==> src/design/srbs_pkg.sv <==
`timescale 1ns / 1ps
// ----------------------------------------------------------------------------
// srbs_pkg
// Shared types and constants of the shift register button scanner.
// ----------------------------------------------------------------------------
package srbs_pkg;

  localparam int SHIFT_BITS_DEF  = 8;
  localparam int CAPTURE_W       = 8;
  localparam int SAMPLE_W        = CAPTURE_W + 1;
  localparam int TIMER_W         = 16;
  localparam int HALF_W          = 8;
  localparam int CFG_IDX_W       = 2;
  localparam int CFG_DATA_W      = 16;
  localparam int AUX1_BIT        = 7;

  localparam logic [HALF_W-1:0]  HALF_RST   = 8'd2;
  localparam logic [TIMER_W-1:0] SETTLE_RST = 16'd15000;

  localparam logic [CFG_IDX_W-1:0] REG_ENABLE = 2'd0;
  localparam logic [CFG_IDX_W-1:0] REG_HALF   = 2'd1;
  localparam logic [CFG_IDX_W-1:0] REG_SETTLE = 2'd2;

  typedef enum logic [2:0] {
    PH_IDLE      = 3'd0,
    PH_LOAD_LOW  = 3'd1,
    PH_LOAD_HIGH = 3'd2,
    PH_CLK_HIGH  = 3'd3,
    PH_CLK_LOW   = 3'd4,
    PH_SETTLE    = 3'd5
  } phase_t;

  typedef struct packed {
    logic                  enabled;
    logic [HALF_W-1:0]     half_ticks;
    logic [TIMER_W-1:0]    settle_ticks;
  } cfg_t;

  typedef struct packed {
    logic                  load_level;
    logic                  clock_level;
    logic                  busy_res;
    logic                  press_valid;
    logic [SAMPLE_W-1:0]   pressed_mask;
    logic                  any_press;
  } result_t;

endpackage

==> src/design/srbs_core.sv <==
`timescale 1ns / 1ps
// ----------------------------------------------------------------------------
// srbs_core
// Scan sequencer: phase, tick timer, bit capture and press edge detection.
// State advances one tick per accepted beat.
// ----------------------------------------------------------------------------
module srbs_core #(
  parameter int SHIFT_BITS = srbs_pkg::SHIFT_BITS_DEF
) (
  input  logic             clk,
  input  logic             rst_n,
  input  logic             tick,
  input  logic             data_level,
  input  logic             start_level,
  input  logic             poll_request,
  input  srbs_pkg::cfg_t   cfg,
  output srbs_pkg::result_t res
);
  import srbs_pkg::*;

  localparam int BIT_W = (SHIFT_BITS > 1) ? $clog2(SHIFT_BITS) : 1;
  localparam logic [BIT_W:0] LAST_IDX = (BIT_W + 1)'(SHIFT_BITS - 1);

  phase_t               phase_r, phase_nxt;
  logic [TIMER_W-1:0]   timer_r, timer_nxt;
  logic [BIT_W-1:0]     bit_idx_r, bit_idx_nxt;
  logic [CAPTURE_W-1:0] capture_r, capture_nxt;
  logic [SAMPLE_W-1:0]  stable_r, stable_nxt;
  logic [SAMPLE_W-1:0]  prev_r, prev_nxt;
  logic                 rescan_r, rescan_nxt;

  logic [TIMER_W-1:0]   half_m1;
  logic [4:0]           idx_ext;
  logic [CAPTURE_W-1:0] capture_bit;
  logic                 more_bits;
  logic [SAMPLE_W-1:0]  sample;
  logic                 finish;
  logic [SAMPLE_W-1:0]  aux_clear;

  assign half_m1 = (cfg.half_ticks == '0) ? '0 :
                   TIMER_W'(cfg.half_ticks - HALF_W'(1));
  assign more_bits = ({1'b0, bit_idx_r} < LAST_IDX);
  assign sample    = {~start_level, capture_r};
  assign aux_clear = ~(SAMPLE_W'(1) << AUX1_BIT);

  // index used when the next data bit is taken
  always_comb begin
    if (phase_r == PH_CLK_LOW) begin
      idx_ext = 5'(bit_idx_r) + 5'd1;
    end else begin
      idx_ext = 5'd0;
    end
    capture_bit = '0;
    if (idx_ext < 5'(CAPTURE_W) && !data_level) begin
      capture_bit[idx_ext[2:0]] = 1'b1;
    end
  end

  // next state
  always_comb begin
    phase_nxt   = phase_r;
    timer_nxt   = timer_r;
    bit_idx_nxt = bit_idx_r;
    capture_nxt = capture_r;
    stable_nxt  = stable_r;
    prev_nxt    = prev_r;
    rescan_nxt  = rescan_r;
    finish      = 1'b0;
    unique case (phase_r)
      PH_LOAD_LOW: begin
        if (timer_r == '0) begin
          phase_nxt = PH_LOAD_HIGH;
          timer_nxt = half_m1;
        end else begin
          timer_nxt = timer_r - TIMER_W'(1);
        end
      end
      PH_LOAD_HIGH: begin
        if (timer_r == '0) begin
          capture_nxt = capture_r | capture_bit;
          phase_nxt   = PH_CLK_HIGH;
          timer_nxt   = half_m1;
        end else begin
          timer_nxt = timer_r - TIMER_W'(1);
        end
      end
      PH_CLK_HIGH: begin
        if (timer_r == '0) begin
          phase_nxt = PH_CLK_LOW;
          timer_nxt = half_m1;
        end else begin
          timer_nxt = timer_r - TIMER_W'(1);
        end
      end
      PH_CLK_LOW: begin
        if (timer_r != '0) begin
          timer_nxt = timer_r - TIMER_W'(1);
        end else if (more_bits) begin
          bit_idx_nxt = bit_idx_r + BIT_W'(1);
          capture_nxt = capture_r | capture_bit;
          phase_nxt   = PH_CLK_HIGH;
          timer_nxt   = half_m1;
        end else if (!rescan_r && sample != stable_r) begin
          stable_nxt = sample;
          rescan_nxt = 1'b1;
          if (cfg.settle_ticks == '0) begin
            phase_nxt   = PH_LOAD_LOW;
            timer_nxt   = half_m1;
            bit_idx_nxt = '0;
            capture_nxt = '0;
          end else begin
            phase_nxt = PH_SETTLE;
            timer_nxt = cfg.settle_ticks - TIMER_W'(1);
          end
        end else begin
          stable_nxt  = sample;
          rescan_nxt  = 1'b0;
          prev_nxt    = sample;
          finish      = 1'b1;
          phase_nxt   = PH_IDLE;
          timer_nxt   = '0;
          bit_idx_nxt = '0;
        end
      end
      PH_SETTLE: begin
        if (timer_r == '0) begin
          phase_nxt   = PH_LOAD_LOW;
          timer_nxt   = half_m1;
          bit_idx_nxt = '0;
          capture_nxt = '0;
        end else begin
          timer_nxt = timer_r - TIMER_W'(1);
        end
      end
      default: begin
        phase_nxt = PH_IDLE;
        if (poll_request && cfg.enabled) begin
          rescan_nxt  = 1'b0;
          phase_nxt   = PH_LOAD_LOW;
          timer_nxt   = half_m1;
          bit_idx_nxt = '0;
          capture_nxt = '0;
        end
      end
    endcase
  end

  // outputs, levels after this tick
  always_comb begin
    res.load_level   = (phase_nxt != PH_LOAD_LOW);
    res.clock_level  = (phase_nxt == PH_CLK_HIGH);
    res.busy_res     = (phase_nxt != PH_IDLE);
    res.press_valid  = finish;
    res.pressed_mask = finish ? (sample & ~prev_r & aux_clear) : '0;
    res.any_press    = (res.pressed_mask != '0);
  end

  always_ff @(posedge clk) begin
    if (!rst_n) begin
      phase_r   <= PH_IDLE;
      timer_r   <= '0;
      bit_idx_r <= '0;
      capture_r <= '0;
      stable_r  <= '0;
      prev_r    <= '0;
      rescan_r  <= 1'b0;
    end else if (tick) begin
      phase_r   <= phase_nxt;
      timer_r   <= timer_nxt;
      bit_idx_r <= bit_idx_nxt;
      capture_r <= capture_nxt;
      stable_r  <= stable_nxt;
      prev_r    <= prev_nxt;
      rescan_r  <= rescan_nxt;
    end
  end

  a_idle_clean: assert property (@(posedge clk) disable iff (!rst_n)
    (phase_r == PH_IDLE) |-> (bit_idx_r == '0 && timer_r == '0))
    else $error("idle with live counters");

  a_rescan_settle: assert property (@(posedge clk) disable iff (!rst_n)
    (phase_r == PH_SETTLE) |-> rescan_r)
    else $error("settle wait without pending rescan");

  a_finish_idle: assert property (@(posedge clk) disable iff (!rst_n)
    (tick && finish) |=> (phase_r == PH_IDLE && prev_r == stable_r))
    else $error("finished pass did not return to idle");

endmodule

==> src/design/shift_register_button_scanner_unit.sv <==
`timescale 1ns / 1ps
// ----------------------------------------------------------------------------
// shift_register_button_scanner_unit
// Tick-driven reader of a PISO button shift register plus a start pin,
// reporting newly pressed buttons once per completed poll.
// ----------------------------------------------------------------------------
// Usage:
//   in_*  : one beat per timer tick carrying the data and start pin levels
//           and a poll request. Each accepted beat advances the scanner by
//           one tick and produces exactly one out_* beat.
//   out_* : pin drive levels after that tick, busy flag, and on the tick a
//           poll finishes press_valid with the newly pressed mask.
//   cfg_* : register writes (enable, half period, settle time), idle only.
// Timing: output beats leave the result register the cycle after acceptance.
//   Throughput: one beat per cycle while in_stall is low; the tick update is a
//   single pass of next-state logic between the state and result registers.
// Stall: while the result register is full and out_stall is high, in_stall
//   is raised and the tick state holds.
// Reset: scanner disabled, idle, stored samples cleared, half period 2 and
//   settle time 15000 ticks; the result register is empty.
// ----------------------------------------------------------------------------
module shift_register_button_scanner_unit #(
  parameter int SHIFT_BITS = srbs_pkg::SHIFT_BITS_DEF
) (
  input  logic                              clk,
  input  logic                              rst_n,
  input  logic                              in_valid,
  output logic                              in_stall,
  input  logic                              in_data_level,
  input  logic                              in_start_level,
  input  logic                              in_poll_request,
  output logic                              out_valid,
  input  logic                              out_stall,
  output logic                              out_load_level,
  output logic                              out_clock_level,
  output logic                              out_busy_res,
  output logic                              out_press_valid,
  output logic [srbs_pkg::SAMPLE_W-1:0]     out_pressed_mask,
  output logic                              out_any_press,
  input  logic                              cfg_we,
  input  logic [srbs_pkg::CFG_IDX_W-1:0]    cfg_index,
  input  logic [srbs_pkg::CFG_DATA_W-1:0]   cfg_data
);
  import srbs_pkg::*;

  cfg_t    cfg_r;
  result_t res;
  result_t res_r;
  logic    out_valid_r;
  logic    in_acc;

  assign in_stall = out_valid_r && out_stall;
  assign in_acc   = in_valid && !in_stall;

  always_ff @(posedge clk) begin
    if (!rst_n) begin
      cfg_r.enabled      <= 1'b0;
      cfg_r.half_ticks   <= HALF_RST;
      cfg_r.settle_ticks <= SETTLE_RST;
    end else if (cfg_we) begin
      case (cfg_index)
        REG_ENABLE: cfg_r.enabled      <= cfg_data[0];
        REG_HALF:   cfg_r.half_ticks   <= cfg_data[HALF_W-1:0];
        REG_SETTLE: cfg_r.settle_ticks <= cfg_data[TIMER_W-1:0];
        default: ;
      endcase
    end
  end

  srbs_core #(
    .SHIFT_BITS(SHIFT_BITS)
  ) u_core (
    .clk         (clk),
    .rst_n       (rst_n),
    .tick        (in_acc),
    .data_level  (in_data_level),
    .start_level (in_start_level),
    .poll_request(in_poll_request),
    .cfg         (cfg_r),
    .res         (res)
  );

  // result register
  always_ff @(posedge clk) begin
    if (!rst_n) begin
      out_valid_r <= 1'b0;
    end else if (in_acc) begin
      out_valid_r <= 1'b1;
    end else if (!out_stall) begin
      out_valid_r <= 1'b0;
    end
  end

  always_ff @(posedge clk) begin
    if (in_acc) begin
      res_r <= res;
    end
  end

  assign out_valid        = out_valid_r;
  assign out_load_level   = res_r.load_level;
  assign out_clock_level  = res_r.clock_level;
  assign out_busy_res     = res_r.busy_res;
  assign out_press_valid  = res_r.press_valid;
  assign out_pressed_mask = res_r.pressed_mask;
  assign out_any_press    = res_r.any_press;

  a_aux_masked: assert property (@(posedge clk) disable iff (!rst_n)
    out_valid |-> !out_pressed_mask[AUX1_BIT])
    else $error("aux1 bit reported");

  a_mask_only_on_finish: assert property (@(posedge clk) disable iff (!rst_n)
    (out_valid && !out_press_valid) |-> (out_pressed_mask == '0 && !out_any_press))
    else $error("press mask outside finishing beat");

  a_any_matches: assert property (@(posedge clk) disable iff (!rst_n)
    out_valid |-> (out_any_press == (out_pressed_mask != '0)))
    else $error("any_press disagrees with mask");

  a_busy_levels: assert property (@(posedge clk) disable iff (!rst_n)
    (out_valid && !out_busy_res) |-> (out_load_level && !out_clock_level))
    else $error("pin levels active while not busy");

endmodule
==> config.mk <==
export PLATFORM = sky130hd
export DESIGN_NAME = shift_register_button_scanner_unit
export DESIGN_NICKNAME = d
export VERILOG_FILES = /design/src/design/srbs_pkg.sv /design/src/design/srbs_core.sv /design/src/design/shift_register_button_scanner_unit.sv
export SDC_FILE = /design/constraint.sdc
export NUM_CORES = 1
export LEC_CHECK = 0
export BUFFER_PORTS_ARGS = -buffer_cell sky130_fd_sc_hd__buf_4
export CORE_ASPECT_RATIO = 0.75
export CORE_MARGIN = 3
export CORE_UTILIZATION = 55
export DETAILED_ROUTE_END_ITERATION = 16
export GPL_TIMING_DRIVEN = 0
export PLACE_DENSITY = 0.74
export SETUP_SLACK_MARGIN = 0.2
export SLEW_MARGIN = 40
export SYNTH_ARGS = -nofsm -noshare
export SYNTH_HDL_FRONTEND = slang
export SYNTH_SLANG_ARGS = --single-unit
==> constraint.sdc <==
create_clock -name clk -period 5.5 [get_ports clk]
set_clock_uncertainty 0.1 [all_clocks]
set_input_delay 1.65 -clock clk [delete_from_list [all_inputs] [get_ports clk]]
set_output_delay 1.65 -clock clk [all_outputs]
set_load 0.02 [all_outputs]
# Yosys cells after proc, flatten, opt, wreduce, memory -nomap -nowiden
# Index checks and enable logic that the tools add are counted.
dict set report word_totals {
  ff_bits 89
  out_inout_bits 16
  elab_cells 135
  input_bits 26
}
dict set report classes {
  addsub 5
  magnitude_cmp 4
  n_reduce_logical 32
  eq_ne 18
  mux 49
  bitwise_logic 10
}
# operator n
set ops {}
lappend ops {{16-bit two-way mux} 7}
lappend ops {{8-bit two-way mux} 8}
lappend ops {{3-bit two-way mux} 14}
lappend ops {{16-bit logical NOT} 2}
lappend ops {{16-bit one-hot mux with 2 select lines} 1}
lappend ops {{8-bit one-hot mux with 4 select lines} 1}
lappend ops {{16-bit by 1-bit subtractor with 16-bit output (second input constant)} 2}
lappend ops {{16-bit nonzero test} 1}
lappend ops {{3-bit one-hot mux with 5 select lines} 1}
lappend ops {{1-bit two-way mux} 12}
lappend ops {{5-bit AND reduction} 2}
lappend ops {{9-bit AND} 1}
lappend ops {{3-bit by 2-bit == test with 1-bit output (second input constant)} 3}
lappend ops {{9-bit two-way mux} 1}
lappend ops {{9-bit != test} 1}
lappend ops {{9-bit inverter} 1}
lappend ops {{3-bit one-hot mux with 3 select lines} 1}
lappend ops {{3-bit nonzero test} 3}
lappend ops {{9-bit nonzero test} 1}
lappend ops {{8-bit by 1-bit subtractor with 9-bit output (second input constant)} 1}
lappend ops {{8-bit logical NOT} 1}
lappend ops {{8-bit OR} 1}
lappend ops {{2-bit AND reduction} 4}
lappend ops {{8-bit AND reduction} 1}
lappend ops {{other kinds (29)} 47}

# Depth between registers and ports, before layout
dict set report depth {
  depth_word 11
  ltp_mapped 9
  depth_no_buf 8
}

# Modules after synthesis
# From an unflattened synthesis, not the netlist that was laid out.
dict set report unflattened {
  hier_cells 628
  area_unflattened_um2 5226.3
}
# module area_per_inst_um2 cells_per_inst n_inst
set modules_own_cells {}
lappend modules_own_cells {srbs_core 3708.6 502 1}
lappend modules_own_cells {shift_register_button_scanner_unit 1517.7 126 1}

# Worst setup path before layout
# Ideal clock, no wire load.
dict set report synth_timing {
  path_kind {input to output}
  startpoint {input port out_stall}
  endpoint {output port in_stall}
  path_slack_ps 1867
  required_ps 3750
  arrival_ps 1883
  path_buffers 0
  stages 1
  cell_sequence {and2_1}
}
dict set report synth_via {
  elab_chain_cells 1
}
# item line
set synth_rtl {}
lappend synth_rtl {{start: declaration} shift_register_button_scanner_unit.sv:33} ;# input logic out_stall,
lappend synth_rtl {{1-bit logical AND} shift_register_button_scanner_unit.sv:52} ;# assign in_stall = out_valid_r && out_stall;
lappend synth_rtl {{end: declaration} shift_register_button_scanner_unit.sv:28} ;# output logic in_stall,
# No other way between the ends.

# Worst setup path in the final report
# Same ends and word-level chain as after synthesis.

==> results.py <==
metrics = {
    "logic_synthesis": {
        "yosys_warnings": 0,
        "netlist.area_leader.share_pct": 29.6,
        "synth_edf_count": 13,
        "synth_top_cells_by_count": "75 x sky130_fd_sc_hd__nand2_1, 74 x sky130_fd_sc_hd__dfxtp_1, 62 x sky130_fd_sc_hd__nor2_1, 38 x sky130_fd_sc_hd__a21oi_1, 31 x sky130_fd_sc_hd__mux2i_1",
        "synth_area_sq_um": 5000,
        "synth.area.top_cells": "sky130_fd_sc_hd__dfxtp_1 30%, sky130_fd_sc_hd__edfxtp_1 7.8%, sky130_fd_sc_hd__mux2i_1 6.2%",
        "post_synth_num_cell_types": 76,
        "synth-async-reset-ratio_pct": 0,
        "post_synth.cell_area_avg_sq_um": 8.34,
        "dominantRegCellSynth": "sky130_fd_sc_hd__dfxtp_1",
        "synthMostInstantiatedCell": "sky130_fd_sc_hd__nand2_1",
        "synth.yosys.seq_area_share_pct": 37.5,
        "ys_ff_latch": 87,
        "synth.net_count": 630,
        "synthCells": 599,
        "yosysTopAreaCell": "sky130_fd_sc_hd__dfxtp_1",
    },
    "grt": {
        "track_usage_pct": 28.5,
        "vias_in_the_first_global_route": 4348,
        "grt_start_max_net_pins": 23,
        "grt_antenna_before_repair": 0,
        "global_route_wire_length_before_repair_mm": 22.6,
        "grt_overflow": 0,
    },
    "drt": {
        "drtPass1Iterations": 5,
        "routed_wirelength_mm": 14.2,
        "post_drt_wl_per_cell_microns": 18.6,
        "route.detailed.vias_per_inst": 6.23,
        "via_count": 4748,
        "postRouteAntennaNets": 0,
        "detailedRoute.firstIterationViolations": 578,
        "route.detailed.drc": 0,
    },
    "run": {
        "max_cap_violations": 0,
    },
    "final_layout": {
        "area_growth_pct": 14.5,
        "multi_input_comb_area_sq_um": 2890,
        "fin_nets": 680,
        "final_layout_size_suffix_gt1_share_pct": 13.5,
        "seqCellArea_sq_um": 1870,
        "antenna_cells_inserted": 0,
        "filler_cell_count": 747,
    },
    "power_and_ir_drop": {
        "vdd_ir_drop_max_mv": 0.252,
        "p_leak_nw": 2.21,
        "power_density_nw_per_um2": 276,
    },
    "setup_path": {
        "timing.reg2reg.worst_path_depth": 8,
        "critical_path.cell_chain": "buf_4, and2_1, buf_4",
        "crit_path_max_fanout": 2,
        "cpMaxStageDelayCell": "sky130_fd_sc_hd__and2_1",
        "worstSetupStartpointType": "input pin",
        "critPathMaxStageDelay_ps": 160,
        "timing.critical_path.mode_cell": "sky130_fd_sc_hd__buf_4",
        "required_ps": 3750,
        "worstPathArrival_ps": 2080,
        "worstSetupEndpointType": "output pin",
        "kind_of_critical_path": "in2out",
    },
    "hold_path": {
        "worst_hold_path_type": "reg2reg",
        "min_delay_path_depth": 2,
    },
    "timing": {
        "setup_violations": 0,
        "slew_violations": 0,
        "finalSetupTns_ps": 0,
        "final_report_hold_violation_count": 0,
        "min_period_ps": 3830,
        "finalHoldWorstSlack_ps": 388,
        "fmax_mhz": 261,
        "tightest_slew_ps": 817,
        "grt_setup_unrepaired": "false",
        "finalCritPeriodShare_pct": 69.6,
        "timing.slew.headroom_pct": 45.0,
    },
    "status": {
        "run_status": "finished, final reports clean",
    },
    "clock_tree": {
        "post_cts.repair.setup_buffers": 0,
        "cts_max_level": 3,
        "numCtsBuffers": 9,
        "tritoncts": "yes",
        "cts_resized": 0,
        "cts-hold-fix-buffers": 0,
        "cts-root-buf": "sky130_fd_sc_hd__clkbuf_16",
        "cts-root-to-sink-buffers": 2,
        "clk_pin_slew_ps": 70,
        "numClockSinks": 87,
        "clk-insertion-delay-late_ps": 340,
    },
    "floorplan": {
        "die_h_microns": 88.6,
        "die_w_microns": 116,
        "floorplan.initialDensity_pct": 57.9,
        "num_rows": 29,
        "die_area_sq_um": 10300,
        "core_region_area_sq_um": 8640,
        "io_pins": 42,
    },
    "placed_design": {
        "place_hpwl_mm": 10.6,
        "port_buffer_cells": 39,
        "placer_s_final_routability_congestion_estimate": 0.945,
    },
}
[final timing paths]
| path | startpoint | end | slack [ps] |
|---|---|---|---|
| max | out_stall | in_stall | 1670 |
| min | u_core.rescan_r$_SDFFE_PN0P_ | u_core.rescan_r$_SDFFE_PN0P_ | 390 |
| max reg2reg | u_core.timer_r[0]$_SDFFE_PN0P_ | u_core.capture_r[7]$_SDFFE_PN0P_ | 2630 |
| min reg2reg | u_core.rescan_r$_SDFFE_PN0P_ | u_core.rescan_r$_SDFFE_PN0P_ | 390 |
[per-layer routing]
metal  GRT usage, %  routed length [microns]
met5              0                        0
met1           42.4                     6690
met2           41.0                     5800
met4           6.43                      182
met3           7.66                     1480
[report_power, final]
| part | total [mW] | switching, mW | internal, mW |
|---|---|---|---|
| clock network | 0.607 | 0.268 | 0.339 |
| logic | 0.289 | 0.188 | 0.102 |
| registers | 0.684 | 0.0201 | 0.664 |
| total | 1.58 | 0.476 | 1.11 |
[layout by cell type (no fill, tap or decap), types with 5 or more instances in the layout]
cell type                    n
sky130_fd_sc_hd__a211oi_1    5
sky130_fd_sc_hd__a21oi_1    38
sky130_fd_sc_hd__a221oi_1    5
sky130_fd_sc_hd__a31oi_1     9
sky130_fd_sc_hd__and2_1      5
sky130_fd_sc_hd__and3_1      9
sky130_fd_sc_hd__buf_2       8
sky130_fd_sc_hd__buf_4      41
sky130_fd_sc_hd__clkbuf_1   17
sky130_fd_sc_hd__clkbuf_16  10
sky130_fd_sc_hd__dfxtp_1    74
sky130_fd_sc_hd__edfxtp_1   13
sky130_fd_sc_hd__ha_1        5
sky130_fd_sc_hd__inv_1      22
sky130_fd_sc_hd__mux2i_1    31
sky130_fd_sc_hd__nand2_1    75
sky130_fd_sc_hd__nand3_1    25
sky130_fd_sc_hd__nand4_1     7
sky130_fd_sc_hd__nor2_1     62
sky130_fd_sc_hd__nor2b_1     5
sky130_fd_sc_hd__nor3_1     20
sky130_fd_sc_hd__nor4_1     11
sky130_fd_sc_hd__o21ai_0    22
sky130_fd_sc_hd__o221ai_1    5
sky130_fd_sc_hd__o31ai_1     6
sky130_fd_sc_hd__xnor2_1    15
sky130_fd_sc_hd__xor2_1     12
[area by class of cell]
class | instances | area share (%)
buffer | 32 | 2.56
timing repair buffer | 39 | 5.12
clock buffer | 10 | 4.37
multi-input combinational | 457 | 50.6
sequential | 87 | 32.7
inverter | 23 | 1.51
clock inverter | 6 | 0.809
tap | 108 | 2.36
[stage by stage]
step,setup WS (ps),std cells,power [mW],utilization [%],instance area [sq um]
final,1670,762,1.58,66.3,5720
after global routing,1650,762,1.64,66.3,5720
after CTS,1670,762,1.58,66.3,5720
after detailed placement,1680,746,0.976,62.8,5430
after global placement,1170,746,0.975,62.8,5430
after floorplan,1870,599,0.883,-,5000
[critical path, delay by kind of cell]
kind	cells	cell delay, ps
buffers and inverters	2	270
and+or+nand+nor	1	160
[logic make-up (layout without fill, tap and decap cells)]
| family | count (synthesis) | count (layout) | synth area share (%) |
|---|---|---|---|
| buf+inv | 55 | 110 | 4.63 |
| xor+xnor | 27 | 27 | 4.73 |
| flops | 87 | 87 | 37.5 |
| simple gates | 259 | 259 | 27.0 |
| other cells | 1 | 1 | 0.0750 |
| compound gates | 133 | 133 | 18.4 |
| mux | 32 | 32 | 6.51 |
| fa+ha+maj | 5 | 5 | 1.25 |
[state kept, by name, indices dropped and copies added, names as in the netlist]
signal / flops
cfg_r: 25
out_any_press: 1
out_busy_res: 1
out_clock_level: 1
out_load_level: 1
out_press_valid: 1
out_pressed_mask: 8
out_valid: 1
u_core.bit_idx_r: 3
u_core.capture_r: 8
u_core.phase_r: 3
u_core.prev_r: 8
u_core.rescan_r: 1
u_core.stable_r: 9
u_core.timer_r: 16
(Power assumes the default switching activity.)
